### config.mk
export PLATFORM = sky130hd
export DESIGN_NAME = akel_round
export DESIGN_NICKNAME = d
export VERILOG_FILES = /design/src/hw/rtl/akel_pkg.sv /design/src/hw/rtl/akel_round.sv
export SDC_FILE = /design/constraint.sdc
export NUM_CORES = 2
export LEC_CHECK = 0
export BUFFER_PORTS_ARGS = -buffer_cell sky130_fd_sc_hd__buf_2
export CORE_MARGIN = 3
export CORE_UTILIZATION = 55
export CTS_CLUSTER_DIAMETER = 40
export DETAILED_ROUTE_END_ITERATION = 8
export PLACE_DENSITY = 0.75
export SETUP_SLACK_MARGIN = 0.3
export SYNTH_ARGS = -nofsm -noshare
export SYNTH_HDL_FRONTEND = slang
export SYNTH_SLANG_ARGS = --single-unit
### constraint.sdc
create_clock -name clock -period 41.2 [get_ports clock]
set_input_delay 2.06 -clock clock [delete_from_list [all_inputs] [get_ports clock]]
set_output_delay 2.06 -clock clock [all_outputs]
set_load 0.1 [all_outputs]
### src/hw/rtl/akel_pkg.sv
// types, constants and rotate helpers shared by the cipher datapath
`default_nettype none
package akel_pkg;
   localparam int WordWidth = 32;
   localparam int IndexWidth = 6;
   localparam int RotWidth = 7;
   localparam logic KindLoad = 1'b0;
   localparam logic KindBlock = 1'b1;

   typedef logic [WordWidth-1:0] word_type;

   typedef struct packed {
      word_type w0;
      word_type w1;
      word_type w2;
      word_type w3;
   } block_type;

   // upper 31 bits rotate, bit 0 kept; shifted field may leak into bit 0
   function automatic word_type rot_hi31(input word_type v, input logic [4:0] n);
      word_type f;
      word_type lo;
      f = v & 32'hffff_fffe;
      lo = f >> (5'd31 - n);
      return (f << n) | lo | (v & 32'h0000_0001);
   endfunction

   // lower 31 bits rotate, bit 31 kept; shifted field may leak into bit 31
   function automatic word_type rot_lo31(input word_type v, input logic [4:0] n);
      word_type f;
      word_type lo;
      f = v & 32'h7fff_ffff;
      lo = f >> (5'd31 - n);
      return (f << n) | lo | (v & 32'h8000_0000);
   endfunction

   function automatic block_type rot128(input block_type b, input logic [RotWidth-1:0] amt);
      logic [127:0] v;
      logic [255:0] d;
      v = {b.w3, b.w2, b.w1, b.w0};
      d = {v, v} << amt;
      return block_type'({d[159:128], d[191:160], d[223:192], d[255:224]});
   endfunction
endpackage
`default_nettype wire

### src/hw/rtl/akel_round.sv
// one cipher round split over three register stages
`default_nettype none
module akel_round
   import akel_pkg::*;
(
   input  wire logic      clock,
   input  wire logic      reset,
   input  wire logic      advance,
   input  wire logic      in_valid,
   input  wire block_type in_block,
   input  wire word_type  key [13],
   output logic           out_valid,
   output block_type      out_block
);
   block_type  x_in, x1_ff, x2_ff, x3_ff;
   word_type   t1_in, t2_in, t1a_ff, t2a_ff, t2b_ff, t1b_ff;
   logic [2:0] v_ff;
   word_type   t2, t1;
   word_type   t2_in_s2;
   block_type  xo;

   // stage 1: key rotate and first half of the t2 chain
   always_comb begin
      x_in = rot128(in_block, key[0][RotWidth-1:0]);
      t1_in = x_in.w0 ^ x_in.w2;
      t2 = x_in.w1 ^ x_in.w3;
      t2 = rot_hi31(t2, t1_in[4:0]) + key[1];
      t2 = rot_lo31(t2, t1_in[9:5]) + key[2];
      t2 = rot_hi31(t2, t1_in[14:10]) + key[3];
      t2 = rot_lo31(t2, t1_in[19:15]) + key[4];
      t2_in = t2;
   end

   always_ff @(posedge clock) begin
      if (reset) begin
         v_ff <= '0;
      end else if (advance) begin
         v_ff <= {v_ff[1:0], in_valid};
      end
   end

   always_ff @(posedge clock) begin
      if (advance) begin
         x1_ff <= x_in;
         t1a_ff <= t1_in;
         t2a_ff <= t2_in;
         x2_ff <= x1_ff;
         t1b_ff <= t1;
         t2b_ff <= t2_in_s2;
         x3_ff <= xo;
      end
   end

   // stage 2: rest of the t2 chain, start of the t1 chain
   always_comb begin
      t2_in_s2 = rot_hi31(t2a_ff, {1'b0, t1a_ff[23:20]}) + key[5];
      t2_in_s2 = rot_lo31(t2_in_s2, {1'b0, t1a_ff[27:24]}) + key[6];
      t2_in_s2 = rot_hi31(t2_in_s2, {1'b0, t1a_ff[31:28]});
      t1 = rot_lo31(t1a_ff, t2_in_s2[4:0]) + key[7];
      t1 = rot_hi31(t1, t2_in_s2[9:5]) + key[8];
   end

   // stage 3: end of the t1 chain and mixing
   always_comb begin
      word_type u;
      u = rot_lo31(t1b_ff, t2b_ff[14:10]) + key[9];
      u = rot_hi31(u, t2b_ff[19:15]) + key[10];
      u = rot_lo31(u, {1'b0, t2b_ff[23:20]}) + key[11];
      u = rot_hi31(u, {1'b0, t2b_ff[27:24]}) + key[12];
      u = rot_lo31(u, {1'b0, t2b_ff[31:28]});
      xo.w0 = x2_ff.w0 ^ t2b_ff;
      xo.w2 = x2_ff.w2 ^ t2b_ff;
      xo.w1 = x2_ff.w1 ^ u;
      xo.w3 = x2_ff.w3 ^ u;
   end

   assign out_valid = v_ff[2];
   assign out_block = x3_ff;
endmodule
`default_nettype wire

==> Word level (Yosys, flattened, before mapping) <==
Index checks and enable logic that the tools add are counted.
{ "totals": {"wordCells": 106, "output_inout_bits": 129, "register_bits": 515} }
{ "op_classes": {"shift": 29, "n_bitwise": 34, "n_addsub": 26} }
{ "ops": {"columns": ["cell", "count"], "rows": [
  ["32-bit bitwise OR", 21],
  ["32-bit adder", 12],
  ["256-bit by 7-bit << shifter with 256-bit output", 1],
  ["32-bit by 1-bit bitwise OR with 32-bit output", 7],
  ["31-bit by 5-bit >> shifter with 32-bit output", 7],
  ["32-bit by 5-bit >> shifter with 32-bit output", 7],
  ["32-bit XOR", 6],
  ["31-bit by 5-bit << shifter with 32-bit output", 4],
  ["32-bit by 5-bit << shifter with 32-bit output", 4],
  ["31-bit by 4-bit << shifter with 32-bit output", 3],
  ["32-bit by 4-bit << shifter with 32-bit output", 3],
  ["5-bit subtractor (first input constant)", 8],
  ["5-bit by 4-bit subtractor with 5-bit output (first input constant)", 6]
]} }

==> Logic depth before layout (Yosys ltp) <==
{ "logic_depth": {"ltp_word": 21, "depth_mapped": 101, "ltp_nobuf": 98} }

==> Least setup slack after synthesis <==
OpenSTA, ideal clock, no wires.
{ "synth_timing": {"path_kind": "input port to flip-flop", "from": "in key[385] (netlist name)", "to": "reg t2a_ff[31] (data pin)", "arrival_ns": 21.330, "cell_stages": 95, "path_slack_ns": 19.602, "required_ns": 40.932, "cell_sequence": "buf_2 -> buf_1 -> mux4_2 -> mux4_2 -> mux4_2 -> xor2_1 -> clkbuf_1 -> clkbuf_1 -> mux2i_1 -> mux2i_1 -> mux2i_1 -> a21oi_1 -> ha_1 -> a21o_1 -> a21o_1 -> a2111oi_0 -> nor2_1 -> a211oi_1 -> [59 not listed] -> a21oi_1 -> o21bai_1 -> a21oi_1 -> o21bai_1 -> a21oi_1 -> o21ai_0 -> a21o_1 -> a21oi_1 -> nor2b_1 -> o221ai_1 -> a21oi_1 -> a41o_1 -> nor4_1 -> o31ai_1 -> or4_1 -> a31o_2 -> a21oi_1 -> xnor3_1"} }
{ "synth_between": {"elab_chain_len": 19} }
{ "synth_lines": {"columns": ["item", "line_no", "text"], "rows": [
  ["start: declaration", "akel_round.sv:11", "input wire word_type key [13],"],
  ["256-bit by 7-bit << shifter with 256-bit output (*)", "akel_pkg.sv:41", "d = {v, v} << amt;"],
  ["32-bit XOR (*)", "akel_round.sv:25", "t1_in = x_in.w0 ^ x_in.w2;"],
  ["named net t1_in[0]", "akel_round.sv:16", "word_type t1_in, t2_in, t1a_ff, t2a_ff, t2b_ff, t1b_ff;"],
  ["5-bit subtractor", "akel_pkg.sv:24", "lo = f >> (5'd31 - n);"],
  ["32-bit by 5-bit >> shifter with 32-bit output", "akel_pkg.sv:24", null],
  ["32-bit bitwise OR (*)", "akel_pkg.sv:25", "return (f << n) | lo | (v & 32'h0000_0001);"],
  ["32-bit by 1-bit bitwise OR with 32-bit output (*)", "akel_pkg.sv:25", null],
  ["32-bit adder (*)", "akel_round.sv:27", "t2 = rot_hi31(t2, t1_in[4:0]) + key[1];"],
  ["[5 not listed]", null, null],
  ["32-bit bitwise OR", "akel_pkg.sv:25", null],
  ["32-bit by 1-bit bitwise OR with 32-bit output (*)", "akel_pkg.sv:25", null],
  ["32-bit adder (*)", "akel_round.sv:29", "t2 = rot_hi31(t2, t1_in[14:10]) + key[3];"],
  ["31-bit by 5-bit << shifter with 32-bit output / 31-bit by 5-bit >> shifter with 32-bit output (equally long branches)", "akel_pkg.sv:34, akel_pkg.sv:33", null],
  ["32-bit bitwise OR", "akel_pkg.sv:34", "return (f << n) | lo | (v & 32'h8000_0000);"],
  ["32-bit bitwise OR (*)", "akel_pkg.sv:34", null],
  ["32-bit adder (*)", "akel_round.sv:30", "t2 = rot_lo31(t2, t1_in[19:15]) + key[4];"],
  ["named net t2[31]", "akel_round.sv:18", "word_type t2, t1;"],
  ["end signal: assignment", "akel_round.sv:46", "t2a_ff <= t2_in;"],
  ["end: declaration", "akel_round.sv:16", null]
]} }
The timed path passes the listed nets; every way through them passes the cells marked *.
A chain may end at the register's enable or synchronous reset.

==> Final worst setup path <==
{ "layout_timing": {"from": "in key[384] (netlist name)", "to": "reg t2a_ff[31] (data pin)"} }
{ "layout_between": {"elab_chain_len": 19} }
{ "layout_lines": {"columns": ["item", "line_no"], "rows": [
  ["256-bit by 7-bit << shifter with 256-bit output (*)", "akel_pkg.sv:41"],
  ["32-bit XOR", "akel_round.sv:25"],
  ["5-bit subtractor", "akel_pkg.sv:24"],
  ["32-bit by 5-bit >> shifter with 32-bit output", "akel_pkg.sv:24"],
  ["32-bit bitwise OR", "akel_pkg.sv:25"],
  ["32-bit by 1-bit bitwise OR with 32-bit output", "akel_pkg.sv:25"],
  ["32-bit adder", "akel_round.sv:27"],
  ["31-bit by 5-bit << shifter with 32-bit output / 31-bit by 5-bit >> shifter with 32-bit output (equally long branches)", "akel_pkg.sv:34, akel_pkg.sv:33"],
  ["[4 not listed]", null],
  ["32-bit bitwise OR", "akel_pkg.sv:25"],
  ["32-bit by 1-bit bitwise OR with 32-bit output", "akel_pkg.sv:25"],
  ["32-bit adder", "akel_round.sv:29"],
  ["31-bit by 5-bit << shifter with 32-bit output / 31-bit by 5-bit >> shifter with 32-bit output (equally long branches)", "akel_pkg.sv:34, akel_pkg.sv:33"],
  ["32-bit bitwise OR", "akel_pkg.sv:34"],
  ["32-bit bitwise OR (*)", "akel_pkg.sv:34"],
  ["32-bit adder (*)", "akel_round.sv:30"],
  ["named net t2[31]", "akel_round.sv:18"]
]} }
Marked as above.

==> results.sh <==
export IMPL_post_cts_buffers=0
export IMPL_top_usage_layer="met2"
export IMPL_cts_resized=0
export IMPL_syn_to_final_growth_pct=10.3
export IMPL_synth_ff_type="edfxtp_1"
export IMPL_die_w_um=363
export IMPL_grt_ovfl_total=0
export IMPL_crit_slowest_cell="buf_4"
export IMPL_setup_viol=0
export IMPL_synth_adder_area_share_pct=7.12
export IMPL_use_met3_pct=8.82
export IMPL_grt_max_degree=181
export IMPL_ys_warn_count=0
export IMPL_placed_area_sq_um=74600
export IMPL_synth_top_area_share_pct=22.0
export IMPL_use_met1_pct=48.3
export IMPL_clockBufferDepth=3
export IMPL_slew_violations=0
export IMPL_cp_top_family="compound AO/OA/AOI/OAI gates"
export IMPL_critPathArrivalTime_ps=27400
export IMPL_numCtsBuffers=72
export IMPL_grt_pass1_wl_um=366000
export IMPL_fin_area_sq_um=77200
export IMPL_drt_first_pass_iters=6
export IMPL_r2r_end="out_block[2]$_DFFE_PP_"
export IMPL_tns_ps=0
export IMPL_rsz0062_at_grt="false"
export IMPL_syn_inst=7354
export IMPL_yosys_area_share_xor_xnor_pct=6.51
export IMPL_holdPathStages=0
export IMPL_synth_distinct_cells=97
export IMPL_finalCritPeriodShare_pct=65.6
export IMPL_grt_pass1_vias=58200
export IMPL_nets=8651
export IMPL_crit_type="primary input to register"
export IMPL_gp_congestion=1.03
export IMPL_syn_area_sq_um=70000
export IMPL_endpoint_kind="register"
export IMPL_synth_top_family_by_area="multiplexers"
export IMPL_clock_fmax_mhz=37.0
export IMPL_via_count=62700
export IMPL_tightest_slew_ps=1310
export IMPL_ys_ff_latch=515
export IMPL_cts_sinks=515
export IMPL_cts_hold_buf=0
export IMPL_crit_top_cell="a21oi_1"
export IMPL_worst_clock_skew_ps=60.2
export IMPL_avgViaCountPerCell=6.62
export IMPL_io_buffers=651
export IMPL_initial_core_util_pct=55.5
export IMPL_synth_fp_nets=8293
export IMPL_max_stage_delay_ps=880
export IMPL_hold_end="x2_ff[76]$_DFFE_PP_"
export IMPL_synth_compound_area_share_pct=15.1
export IMPL_synthTopCellsByCount="mux2i_1, nand2_1, nor2_1"
export IMPL_dieHeight_um=363
export IMPL_hp_class="register to register"
export IMPL_syn_mean_instance_area_sq_um=9.52
export IMPL_outcome="finished, final reports clean"
export IMPL_cp_buffers_inverters=4
export IMPL_clkTransAtPathRegs_ps=70
export IMPL_drtIter0Drc=7049
export IMPL_ff_latch_area_sq_um=15400
export IMPL_drive_gt1_share_pct=22.0
export IMPL_async_reset_ff_share_pct=0
export IMPL_cp_max_fo=72
export IMPL_coreArea_sq_um=126000
export IMPL_htreeDepth=3
export IMPL_multi_input_area_sq_um=52300
export IMPL_r2r_start="t2b_ff[10]$_DFFE_PP_"
export IMPL_grtUsageTotal_pct=36.7
export IMPL_clockRootBuffer="clkbuf_16"
export IMPL_ys_top_cells_by_area="edfxtp_1, mux2i_1, mux4_2"
export IMPL_dpl_hpwl_um=206000
export IMPL_clkLatencyLatePin_ps=690
export IMPL_antenna_found_initial=69
export IMPL_fp_row_count=130
export IMPL_reg2reg_slack_ps=18660
export IMPL_cts_tree="built"
export IMPL_muxShareOfSynthArea_pct=34.6
export IMPL_synth_most_common_cell="mux2i_1"
export IMPL_use_met2_pct=58.2
export IMPL_dieArea_sq_um=132000
export IMPL_min_from="x1_ff[76]$_DFFE_PP_"
export IMPL_ant_nets=0
export IMPL_required_ps=41590
export IMPL_yosys_area_top_type="edfxtp_1"
export IMPL_route_detailed_drc=0
export IMPL_hold_violations=0
export IMPL_yosysSeqAreaShare_pct=22.0
export IMPL_reg2regPathDepth=83
export IMPL_io_pins=677
export IMPL_cp_start_kind="primary input"
export IMPL_finalCriticalPeriod_ps=27010
export IMPL_wl_per_cell_um=26.5
export IMPL_synth_edf_count=512
export IMPL_fill_cells=10700
export IMPL_synthSimpleGateAreaFrac_pct=11.0
export IMPL_drv_cap=0
export IMPL_slew_headroom_pct=12.1
export IMPL_wl_um=251000
## cells in the final DEF (no fill, tap or decap), types with 295 or more instances in the layout
cell	netlist	routed
ha_1	379	379
mux4_2	450	450
edfxtp_1	512	512
nand2_1	719	719
nor2_1	534	534
o21ai_0	483	483
mux2_2	295	295
mux2i_1	1071	1071
buf_2	25	644
a21oi_1	500	500
## kinds of logic after synthesis
group                      Yosys count
muxes                             1819
DFF                                515
AOI/OAI and AO/OA                 1696
and+or+nand+nor                   1758
adders and majority gates          391
xor gates and xnor gates           515
buffers and inverters              660
## through the flow
| stage | worst slack [ps] | instances | hold WS [ps] | util [%] |
|---|---|---|---|---|
| after floorplan | 19600 | 7354 | 400 | - |
| after global placement | 14780 | 9288 | 400 | 59.2 |
| after detailed placement | 14130 | 9288 | 405 | 59.2 |
| after CTS | 14720 | 9417 | 375 | 61.2 |
| after global routing | 12390 | 9436 | 402 | 61.2 |
| final | 14190 | 9471 | 385 | 61.3 |
## layout make-up
class                           instances  area share [%]
Antenna cell                           54           0.175
Clock buffer                           77            2.36
Clock inverter                         52           0.897
Inverter                              210            1.03
Multi-Input combinational cell       6179            67.8
Sequential cell                       515            20.0
Tap cell                             1650            2.67
Timing Repair Buffer                  734            5.11
## worst max path at each step
stage                        start                    to  slack [ps]  depth (start not counted)
after detailed placement  key[384]  t2a_ff[31]$_DFFE_PP_       14130                         96
after floorplan           key[385]  t2a_ff[31]$_DFFE_PP_       19600                         95
final                     key[384]  t2a_ff[31]$_DFFE_PP_       14190                         95
after global routing      key[384]  t2a_ff[31]$_DFFE_PP_       12390                         95
after global placement    key[384]  t2a_ff[31]$_DFFE_PP_       14780                         97
after CTS                 key[384]  t2a_ff[31]$_DFFE_PP_       14720                         96
## metal layers
metal  share of wire [%]  wire [um]
met5               0.069        172
met4                 4.4      11100
met3                  10      26100
met2                  45     114000
met1                  40      99900
## state kept, by name, summed over array words and instances, names as in the netlist
| signal | flops |
|---|---|
| out_block | 128 |
| t1a_ff | 32 |
| t1b_ff | 32 |
| t2a_ff | 32 |
| t2b_ff | 32 |
| v_ff | 3 |
| x1_ff | 128 |
| x2_ff | 128 |
Power is left out: the tool's default activity adds up to more than one toggle a clock period on the data nets, which glitch-free logic cannot reach.
